===== config.mk =====
export PLATFORM = sky130hd
export DESIGN_NAME = remote_snapshot_press_tracker_flat
export DESIGN_NICKNAME = d
export VERILOG_FILES = /design/src/design/rsp_pkg.sv /design/src/design/rsp_in_if.sv /design/src/design/rsp_out_if.sv /design/src/design/rsp_lane.sv /design/src/design/rsp_tracker.sv /design/src/design/rsp_merge.sv /design/src/design/remote_snapshot_press_tracker.sv /design/src/flat_wrapper.sv
export SDC_FILE = /design/constraint.sdc
export NUM_CORES = 2
export LEC_CHECK = 0
export BUFFER_PORTS_ARGS = -buffer_cell sky130_fd_sc_hd__buf_2
export CAP_MARGIN = 0
export CORE_MARGIN = 2
export CORE_UTILIZATION = 45
export DETAILED_ROUTE_END_ITERATION = 8
export PLACE_DENSITY = 0.64
export SYNTH_ARGS = -nofsm -noshare
export SYNTH_HDL_FRONTEND = slang
export SYNTH_HIERARCHICAL = 1
export SYNTH_SLANG_ARGS = --single-unit

===== constraint.sdc =====
create_clock -name clk -period 32.2 [get_ports clk]
set_input_delay 6.44 -clock clk [delete_from_list [all_inputs] [get_ports clk]]
set_output_delay 6.44 -clock clk [all_outputs]
set_load 0.005 [all_outputs]

===== src/design/rsp_pkg.sv =====
package rsp_pkg;

  localparam int SRC_W    = 2;
  localparam int SLOT_W   = 8;
  localparam int SLOTS    = 16;
  localparam int WORD_W   = 64;
  localparam int ID_W     = 32;
  localparam int TIME_W   = 32;
  localparam int BTN_W    = 16;

  localparam int NUM_SOURCES_DEF = 4;
  localparam int NUM_BUTTONS_DEF = 16;
  localparam int COUNT_BITS_DEF  = 8;

  localparam logic [TIME_W-1:0] TIMEOUT_RESET = 32'd250000;

  // tracker -> lane update control
  typedef struct packed {
    logic             wr;
    logic             restart;
    logic [SRC_W-1:0] src;
  } upd_t;

endpackage


===== src/design/rsp_in_if.sv =====
interface rsp_in_if;
  logic                        valid;
  logic                        ready;
  logic [rsp_pkg::SRC_W-1:0]   source_id;
  logic                        available;
  logic                        snap_valid;
  logic [rsp_pkg::ID_W-1:0]    session_id;
  logic [rsp_pkg::ID_W-1:0]    seq_number;
  logic [rsp_pkg::TIME_W-1:0]  snap_time_us;
  logic [rsp_pkg::TIME_W-1:0]  now_time_us;
  logic [rsp_pkg::WORD_W-1:0]  counts_low;
  logic [rsp_pkg::WORD_W-1:0]  counts_high;
  logic [rsp_pkg::BTN_W-1:0]   button_levels;

  modport source (
    output valid, source_id, available, snap_valid, session_id, seq_number,
           snap_time_us, now_time_us, counts_low, counts_high, button_levels,
    input  ready
  );
  modport sink (
    input  valid, source_id, available, snap_valid, session_id, seq_number,
           snap_time_us, now_time_us, counts_low, counts_high, button_levels,
    output ready
  );
endinterface


===== src/design/rsp_out_if.sv =====
interface rsp_out_if;
  logic                        valid;
  logic                        ready;
  logic                        in_order;
  logic                        is_fresh;
  logic [rsp_pkg::BTN_W-1:0]   new_presses;
  logic [rsp_pkg::BTN_W-1:0]   held_out;
  logic [rsp_pkg::TIME_W-1:0]  time_out_us;

  modport source (
    output valid, in_order, is_fresh, new_presses, held_out, time_out_us,
    input  ready
  );
  modport sink (
    input  valid, in_order, is_fresh, new_presses, held_out, time_out_us,
    output ready
  );
endinterface


===== src/design/rsp_lane.sv =====
// One button: per-source counter store and change detect.
module rsp_lane #(
  parameter int NUM_SOURCES = rsp_pkg::NUM_SOURCES_DEF,
  parameter int COUNT_BITS  = rsp_pkg::COUNT_BITS_DEF
) (
  input  logic                  clk,
  input  logic                  rst_n,
  input  rsp_pkg::upd_t         upd,
  input  logic [COUNT_BITS-1:0] cnt_in,
  output logic                  press
);

  logic [COUNT_BITS-1:0] cnt_r [NUM_SOURCES];
  logic [COUNT_BITS-1:0] cnt_sel;
  logic [COUNT_BITS-1:0] cnt_old;

  always_comb begin
    cnt_sel = '0;
    for (int s = 0; s < NUM_SOURCES; s++) begin
      if (s == int'(upd.src)) begin
        cnt_sel = cnt_r[s];
      end
    end
  end

  // a new stream starts from zeroed counters
  assign cnt_old = upd.restart ? '0 : cnt_sel;
  assign press   = (cnt_in != cnt_old);

  always_ff @(posedge clk) begin
    if (!rst_n) begin
      for (int s = 0; s < NUM_SOURCES; s++) begin
        cnt_r[s] <= '0;
      end
    end else begin
      for (int s = 0; s < NUM_SOURCES; s++) begin
        if (upd.wr && s == int'(upd.src)) begin
          cnt_r[s] <= cnt_in;
        end
      end
    end
  end

endmodule


===== src/design/rsp_tracker.sv =====
// Per-source stream/sequence state and the ordering decision.
module rsp_tracker #(
  parameter int NUM_SOURCES = rsp_pkg::NUM_SOURCES_DEF
) (
  input  logic                      clk,
  input  logic                      rst_n,
  input  logic                      accept,
  input  logic [rsp_pkg::SRC_W-1:0] src,
  input  logic                      avail,
  input  logic                      snap_valid,
  input  logic [rsp_pkg::ID_W-1:0]  session_id,
  input  logic [rsp_pkg::ID_W-1:0]  seq_number,
  output logic                      take,
  output rsp_pkg::upd_t             upd
);

  logic                     started_r [NUM_SOURCES];
  logic [rsp_pkg::ID_W-1:0] stream_r  [NUM_SOURCES];
  logic [rsp_pkg::ID_W-1:0] seq_r     [NUM_SOURCES];

  logic                     started_sel;
  logic [rsp_pkg::ID_W-1:0] stream_sel;
  logic [rsp_pkg::ID_W-1:0] seq_sel;
  logic [rsp_pkg::ID_W-1:0] seq_diff;
  logic                     hit;
  logic                     changed;
  logic                     ordered;

  always_comb begin
    started_sel = 1'b0;
    stream_sel  = '0;
    seq_sel     = '0;
    for (int s = 0; s < NUM_SOURCES; s++) begin
      if (s == int'(src)) begin
        started_sel = started_r[s];
        stream_sel  = stream_r[s];
        seq_sel     = seq_r[s];
      end
    end
  end

  assign hit      = avail && (int'(src) < NUM_SOURCES);
  assign changed  = !started_sel || (stream_sel != session_id);
  // serial compare: older when the wrapped difference is negative
  assign seq_diff = seq_number - seq_sel;
  assign ordered  = changed || !snap_valid || !seq_diff[rsp_pkg::ID_W-1];
  assign take     = hit && ordered;

  assign upd.wr      = accept && take;
  assign upd.restart = changed;
  assign upd.src     = src;

  always_ff @(posedge clk) begin
    if (!rst_n) begin
      for (int s = 0; s < NUM_SOURCES; s++) begin
        started_r[s] <= 1'b0;
        stream_r[s]  <= '0;
        seq_r[s]     <= '0;
      end
    end else begin
      for (int s = 0; s < NUM_SOURCES; s++) begin
        if (upd.wr && s == int'(src)) begin
          started_r[s] <= 1'b1;
          stream_r[s]  <= session_id;
          seq_r[s]     <= seq_number;
        end
      end
    end
  end

endmodule


===== src/design/rsp_merge.sv =====
// Combines lane results with freshness and holds the result register.
module rsp_merge #(
  parameter int NUM_BUTTONS = rsp_pkg::NUM_BUTTONS_DEF
) (
  input  logic                       clk,
  input  logic                       rst_n,
  input  logic                       accept,
  input  logic                       take,
  input  logic                       snap_valid,
  input  logic [rsp_pkg::TIME_W-1:0] snap_time_us,
  input  logic [rsp_pkg::TIME_W-1:0] now_time_us,
  input  logic [rsp_pkg::TIME_W-1:0] timeout_us,
  input  logic [rsp_pkg::BTN_W-1:0]  button_levels,
  input  logic [NUM_BUTTONS-1:0]     presses,
  output logic                       can_take,
  rsp_out_if.source                  out_ch
);

  localparam logic [rsp_pkg::BTN_W-1:0] BMASK =
    rsp_pkg::BTN_W'((33'd1 << NUM_BUTTONS) - 33'd1);

  logic                       out_valid_r;
  logic                       out_valid_nxt;
  logic                       in_order_r;
  logic                       fresh_r;
  logic [rsp_pkg::BTN_W-1:0]  presses_r;
  logic [rsp_pkg::BTN_W-1:0]  held_r;
  logic [rsp_pkg::TIME_W-1:0] time_r;

  logic [rsp_pkg::TIME_W-1:0] age;
  logic                       fresh;

  assign age   = now_time_us - snap_time_us;
  assign fresh = take && snap_valid && (snap_time_us != '0) && (age <= timeout_us);

  assign can_take = !out_valid_r || out_ch.ready;

  always_comb begin
    out_valid_nxt = out_valid_r;
    if (accept) begin
      out_valid_nxt = 1'b1;
    end else if (out_ch.ready) begin
      out_valid_nxt = 1'b0;
    end
  end

  always_ff @(posedge clk) begin
    if (!rst_n) begin
      out_valid_r <= 1'b0;
    end else begin
      out_valid_r <= out_valid_nxt;
    end
  end

  always_ff @(posedge clk) begin
    if (accept) begin
      in_order_r <= take;
      fresh_r    <= fresh;
      presses_r  <= fresh ? (rsp_pkg::BTN_W'(presses) & BMASK) : '0;
      held_r     <= fresh ? (button_levels & BMASK) : '0;
      time_r     <= take ? snap_time_us : '0;
    end
  end

  assign out_ch.valid       = out_valid_r;
  assign out_ch.in_order    = in_order_r;
  assign out_ch.is_fresh    = fresh_r;
  assign out_ch.new_presses = presses_r;
  assign out_ch.held_out    = held_r;
  assign out_ch.time_out_us = time_r;

endmodule


===== src/design/remote_snapshot_press_tracker.sv =====
// Remote snapshot press tracker: takes one snapshot item per clock and returns one
// result item the cycle after acceptance, from an output register, so a steady stream
// runs at one item per cycle while the sink keeps ready high. Per-source stream id and
// sequence state and the per-button press counters (one lane per button) are read,
// compared and written back in the cycle the item is accepted, which is what holds the
// rate at one item per cycle even for back-to-back items from the same source.
// timeout_us resets to 250000; write cfg_we/cfg_data only while idle (unenforced).
module remote_snapshot_press_tracker #(
  parameter int NUM_SOURCES = rsp_pkg::NUM_SOURCES_DEF,
  parameter int NUM_BUTTONS = rsp_pkg::NUM_BUTTONS_DEF,
  parameter int COUNT_BITS  = rsp_pkg::COUNT_BITS_DEF
) (
  input  logic                       clk,
  input  logic                       rst_n,
  input  logic                       cfg_we,
  input  logic [rsp_pkg::TIME_W-1:0] cfg_data,
  rsp_in_if.sink                     in_if,
  rsp_out_if.source                  out_if
);

  logic [rsp_pkg::TIME_W-1:0] timeout_r;
  logic                       accept;
  logic                       take;
  logic                       can_take;
  rsp_pkg::upd_t              upd;
  logic [NUM_BUTTONS-1:0]     presses;

  always_ff @(posedge clk) begin
    if (!rst_n) begin
      timeout_r <= rsp_pkg::TIMEOUT_RESET;
    end else if (cfg_we) begin
      timeout_r <= cfg_data;
    end
  end

  assign in_if.ready = can_take;
  assign accept      = in_if.valid && can_take;

  rsp_tracker #(
    .NUM_SOURCES (NUM_SOURCES)
  ) u_tracker (
    .clk        (clk),
    .rst_n      (rst_n),
    .accept     (accept),
    .src        (in_if.source_id),
    .avail      (in_if.available),
    .snap_valid (in_if.snap_valid),
    .session_id (in_if.session_id),
    .seq_number (in_if.seq_number),
    .take       (take),
    .upd        (upd)
  );

  for (genvar b = 0; b < NUM_BUTTONS; b++) begin : g_lane
    logic [COUNT_BITS-1:0] cnt;
    if (b < rsp_pkg::SLOTS / 2) begin : g_lo
      assign cnt = in_if.counts_low[b*rsp_pkg::SLOT_W +: COUNT_BITS];
    end else begin : g_hi
      assign cnt = in_if.counts_high[(b - rsp_pkg::SLOTS / 2)*rsp_pkg::SLOT_W +: COUNT_BITS];
    end

    rsp_lane #(
      .NUM_SOURCES (NUM_SOURCES),
      .COUNT_BITS  (COUNT_BITS)
    ) u_lane (
      .clk    (clk),
      .rst_n  (rst_n),
      .upd    (upd),
      .cnt_in (cnt),
      .press  (presses[b])
    );
  end

  rsp_merge #(
    .NUM_BUTTONS (NUM_BUTTONS)
  ) u_merge (
    .clk           (clk),
    .rst_n         (rst_n),
    .accept        (accept),
    .take          (take),
    .snap_valid    (in_if.snap_valid),
    .snap_time_us  (in_if.snap_time_us),
    .now_time_us   (in_if.now_time_us),
    .timeout_us    (timeout_r),
    .button_levels (in_if.button_levels),
    .presses       (presses),
    .can_take      (can_take),
    .out_ch        (out_if)
  );

endmodule


===== src/flat_wrapper.sv =====
// flat-port wrapper written by rule: the top's interface ports become plain ports
module remote_snapshot_press_tracker_flat 
#(
  parameter int NUM_SOURCES = rsp_pkg::NUM_SOURCES_DEF,
  parameter int NUM_BUTTONS = rsp_pkg::NUM_BUTTONS_DEF,
  parameter int COUNT_BITS  = rsp_pkg::COUNT_BITS_DEF
)
  (clk, rst_n, cfg_we, cfg_data, in_if_valid, in_if_source_id, in_if_available, in_if_snap_valid, in_if_session_id, in_if_seq_number, in_if_snap_time_us, in_if_now_time_us, in_if_counts_low, in_if_counts_high, in_if_button_levels, in_if_ready, out_if_valid, out_if_in_order, out_if_is_fresh, out_if_new_presses, out_if_held_out, out_if_time_out_us, out_if_ready);
  rsp_in_if in_if_i ();
  rsp_out_if out_if_i ();
  input  logic clk;
  input  logic rst_n;
  input  logic cfg_we;
  input  logic [rsp_pkg::TIME_W-1:0] cfg_data;
  input wire logic [$bits(in_if_i.valid)-1:0] in_if_valid;
  input wire logic [$bits(in_if_i.source_id)-1:0] in_if_source_id;
  input wire logic [$bits(in_if_i.available)-1:0] in_if_available;
  input wire logic [$bits(in_if_i.snap_valid)-1:0] in_if_snap_valid;
  input wire logic [$bits(in_if_i.session_id)-1:0] in_if_session_id;
  input wire logic [$bits(in_if_i.seq_number)-1:0] in_if_seq_number;
  input wire logic [$bits(in_if_i.snap_time_us)-1:0] in_if_snap_time_us;
  input wire logic [$bits(in_if_i.now_time_us)-1:0] in_if_now_time_us;
  input wire logic [$bits(in_if_i.counts_low)-1:0] in_if_counts_low;
  input wire logic [$bits(in_if_i.counts_high)-1:0] in_if_counts_high;
  input wire logic [$bits(in_if_i.button_levels)-1:0] in_if_button_levels;
  output wire logic [$bits(in_if_i.ready)-1:0] in_if_ready;
  output wire logic [$bits(out_if_i.valid)-1:0] out_if_valid;
  output wire logic [$bits(out_if_i.in_order)-1:0] out_if_in_order;
  output wire logic [$bits(out_if_i.is_fresh)-1:0] out_if_is_fresh;
  output wire logic [$bits(out_if_i.new_presses)-1:0] out_if_new_presses;
  output wire logic [$bits(out_if_i.held_out)-1:0] out_if_held_out;
  output wire logic [$bits(out_if_i.time_out_us)-1:0] out_if_time_out_us;
  input wire logic [$bits(out_if_i.ready)-1:0] out_if_ready;
  assign in_if_i.valid = in_if_valid;
  assign in_if_i.source_id = in_if_source_id;
  assign in_if_i.available = in_if_available;
  assign in_if_i.snap_valid = in_if_snap_valid;
  assign in_if_i.session_id = in_if_session_id;
  assign in_if_i.seq_number = in_if_seq_number;
  assign in_if_i.snap_time_us = in_if_snap_time_us;
  assign in_if_i.now_time_us = in_if_now_time_us;
  assign in_if_i.counts_low = in_if_counts_low;
  assign in_if_i.counts_high = in_if_counts_high;
  assign in_if_i.button_levels = in_if_button_levels;
  assign in_if_ready = in_if_i.ready;
  assign out_if_valid = out_if_i.valid;
  assign out_if_in_order = out_if_i.in_order;
  assign out_if_is_fresh = out_if_i.is_fresh;
  assign out_if_new_presses = out_if_i.new_presses;
  assign out_if_held_out = out_if_i.held_out;
  assign out_if_time_out_us = out_if_i.time_out_us;
  assign out_if_i.ready = out_if_ready;
  remote_snapshot_press_tracker #(.NUM_SOURCES(NUM_SOURCES), .NUM_BUTTONS(NUM_BUTTONS), .COUNT_BITS(COUNT_BITS)) u_core (.clk(clk), .rst_n(rst_n), .cfg_we(cfg_we), .cfg_data(cfg_data), .in_if(in_if_i), .out_if(out_if_i));
endmodule

==> summary.txt <==
Synthesis
  – Share of the synthesized area in the top cell type: 55.4%
  – Number of flops mapped to enable cells by yosys: between 800 and 900
  – Asr flop ratio synth: 0%
  – Yosys cell types: 76
  – Most frequent cell after synthesis: edfxtp_1
  – FF+latch count, synth: a little under 900
  – Cells after Synth: around 3,600
  – Synthesized area per cell: 12.4 um^2
  – Synth area leaders: edfxtp_1 (55%), and2_1 (7.6%), mux2i_1 (7.1%)
  – Synth warn: 6
  – Syn_nets: between 4,000 and 5,000
  – Commonest cells post-synth: edfxtp_1 (835), and2_1 (549), mux2i_1 (323)
  – Netlist Area Pre-Place: 45,300 um^2
  – Register area share after synthesis: between 50 and 60%
  – Top_reg_cell synth: edfxtp_1
  – Yosys top cell by area: edfxtp_1

Layout
  – Share of layout cells above drive strength 1: around 16%
  – # nets final: ~4,300
  – Fin util: between 50% and 60%
  – Filler Cells Inserted: 8,744
  – Area growth syn-to-layout: 11.9%

Floorplanning
  – Core Area: between 90,000 and 100,000 um^2
  – Site row count: between 100 and 150
  – Initial Util: 45.3%
  – Die width: about 320 um
  – Die Ht: 321 um
  – Die area: between 100,000 and 150,000 um^2
  – I/O pin count: around 380

Global routing
  – Global route total overflow: 0
  – First-pass GRT wire length: ~170,000 um
  – Vias in the first global route: 29,500
  – Largest net degree at the start of global routing: 202
  – GRT Total Usage: 20.7%
  – Antenna violations before repair: 35

Setup path
  – Crit. Startpoint: out_if_ready
  – Crit-path max FO: 3
  – Critical Path RT: 25,760 ps
  – Crit path DAT: between 6000 and 7000 ps
  – Element type at the critical path end: output port
  – R2R cell count: 18
  – Crit Reg-Reg Endpoint: u_core/u_merge/out_ch.new_presses[2]$_SDFFCE_PN0P_
  – Critical R2R Launch: u_core/u_tracker/seq_r[3][6]$_SDFFCE_PN0P_
  – Last element of the critical path: in_if_ready
  – Flop-to-flop setup slack: ~26,000 ps
  – Startpoint Class: input pin
  – CP Class: in -> out

STA
  – Crit path time final: 13,270 ps
  – Fin Setup TNS: 0 ps
  – Relative slew slack: between 20% and 30%
  – Final WS setup: roughly 19,000 ps
  – Slew Limit Fails: 0
  – Final setup fails: 0
  – Actual slew at the worst max-slew pin: approximately 1200 ps
  – Hold Vio Cnt, Final: 0
  – RSZ-0062 raised after global routing: no
  – Max Freq: ~0.075 GHz
  – Crit share post-route: 41.2%
  – Clk_skew: a little over 30 ps

Pwr
  – P per Cell Area: between 50 and 60 nW/um^2
  – Total power: between 2000 and 3000 uW
  – Max rail drop VDD: ~58 uV
  – Lkg Pwr: around 0.020 uW

Detailed routing
  – Drt wl/cell: a little over 20 um
  – # DRC: 0
  – Wirelength, routed: around 110,000 um
  – Routed vias/inst: 5.43
  – 1st-pass router iterations: 6
  – Met3 wire len: 6650 um
  – Via count of the routed design: around 29,000
  – DRT iter0 DRCs: a little over 2,000
  – Final ANT Viol Nets: 0
  – WL met2: between 50,000 and 60,000 um
  – Top layer in use: met5
  – Met1 wire length: roughly 46,000 um

CTS
  – CTS root buf: clkbuf_16
  – Post-CTS Setup Repair Bufs: 0
  – Htree depth: 3
  – Latest clock arrival within the worst-skew pair: between 600 and 700 ps
  – CTS buffer count: 96
  – Deepest clock path buffer count: 3
  – Post-CTS Hold Fix Bufs: 0
  – CTS clk-pin slew, worst paths: 60 ps
  – CTS resizes: 0
  – CTS tree: yes
  – CTS Sinks: between 800 and 900

Place
  – IO Port Bufs: 380
  – Final GP Congestion: around 0.88
  – HPWL after detailed placement: between 70,000 and 80,000 um
  – Setup slack at placement: 18,480 ps

Run
  – Max cap viols: 0

Min path
  – Worst min path class: reg -> reg

Status
  – Status: complete, no violations
through the flow:
step / hold slack [ps] / instance area, um^2 / cells
6_report: 446 / 50700 / 5342
5_1_grt: 482 / 50700 / 5336
4_1_cts: 445 / 50600 / 5316
3_5_place_dp: 431 / 47500 / 5141
3_3_place_gp: 430 / 47500 / 5141
2_1_floorplan: 417 / 45300 / 3645
worst min-delay path by stage:
| stage | from | to | cells past startpoint |
|---|---|---|---|
| CTS | u_core/u_tracker/started_r[2]$_DFF_P_ | u_core/u_tracker/started_r[2]$_DFF_P_ | 2 |
| global placement | u_core/u_tracker/started_r[2]$_DFF_P_ | u_core/u_tracker/started_r[2]$_DFF_P_ | 2 |
| detailed placement | u_core/u_tracker/started_r[2]$_DFF_P_ | u_core/u_tracker/started_r[2]$_DFF_P_ | 2 |
| global route | u_core/u_tracker/started_r[0]$_DFF_P_ | u_core/u_tracker/started_r[0]$_DFF_P_ | 2 |
| floorplan | u_core/u_tracker/started_r[2]$_DFF_P_ | u_core/u_tracker/started_r[2]$_DFF_P_ | 2 |
| finish | u_core/u_tracker/started_r[2]$_DFF_P_ | u_core/u_tracker/started_r[2]$_DFF_P_ | 2 |
area by class of cell:
type / count / area, um^2 / area share, %
clock buffer: 123 / 2600 / 5.12
clock inverter: 52 / 507 / 1.00
multi-input combinational: 2461 / 17500 / 34.6
tap: 1298 / 1620 / 3.20
timing repair buffer: 405 / 2140 / 4.22
antenna: 26 / 65.1 / 0.128
sequential: 871 / 25800 / 50.9
inverter: 106 / 398 / 0.785
flip-flops by register name (all words and copies together), names as in the netlist:
signal / count
u_core/g_lane.u_lane/cnt_r: 512
u_core/timeout_r: 32
u_core/u_merge/out_ch.held_out: 16
u_core/u_merge/out_ch.in_order: 1
u_core/u_merge/out_ch.is_fresh: 1
u_core/u_merge/out_ch.new_presses: 16
u_core/u_merge/out_ch.time_out_us: 32
u_core/u_merge/out_ch.valid: 1
u_core/u_tracker/seq_r: 128
u_core/u_tracker/started_r: 4
u_core/u_tracker/stream_r: 128
critical path, cell delays in order:
cell and delay (ps):
buf_2 90, nand2b_1 160, buf_2 140
layout by cell type, fill, tap and decap left out, types with 21 or more instances in the layout:
master,instances
nor3b_1,66
edfxtp_1,835
inv_1,104
buf_4,23
xor2_1,140
nand4_1,23
o22ai_1,131
nand3_1,41
mux4_2,46
nand2b_1,23
nor2_1,72
mux2i_1,323
clkbuf_16,98
buf_2,377
nor3_1,253
diode_2,26
clkinv_1,21
ha_1,93
and2_1,548
nand2_1,259
nor4_1,46
nor2b_1,60
nand3b_1,34
a21oi_1,64
dfxtp_1,36
xnor2_1,50
o21ai_0,33
logic make-up after synthesis:
logic type      after synthesis  synth area share (%)
mux                         374                  9.55
xor+xnor                    190                  3.68
flops                       871                  57.0
buf+inv                     313                  4.45
compound gates              316                  4.40
fa+ha+maj                    94                  2.61
simple gates               1487                  18.3
where the power goes:
| part | switching [uW] | total, uW | internal, uW | leakage [uW] |
|---|---|---|---|---|
| logic | 172 | 278 | 106 | 0.00936 |
| clock network | 448 | 1080 | 633 | 0.00152 |
| registers | 15.3 | 1320 | 1300 | 0.00885 |
per-layer routing:
metal,global-route usage [%],up-vias
met1,27.1,14100
met5,0,-
li1,-,14000
met3,4.07,179
met4,7.58,18
met2,34.2,754
Power figures use the tool's default switching activity.
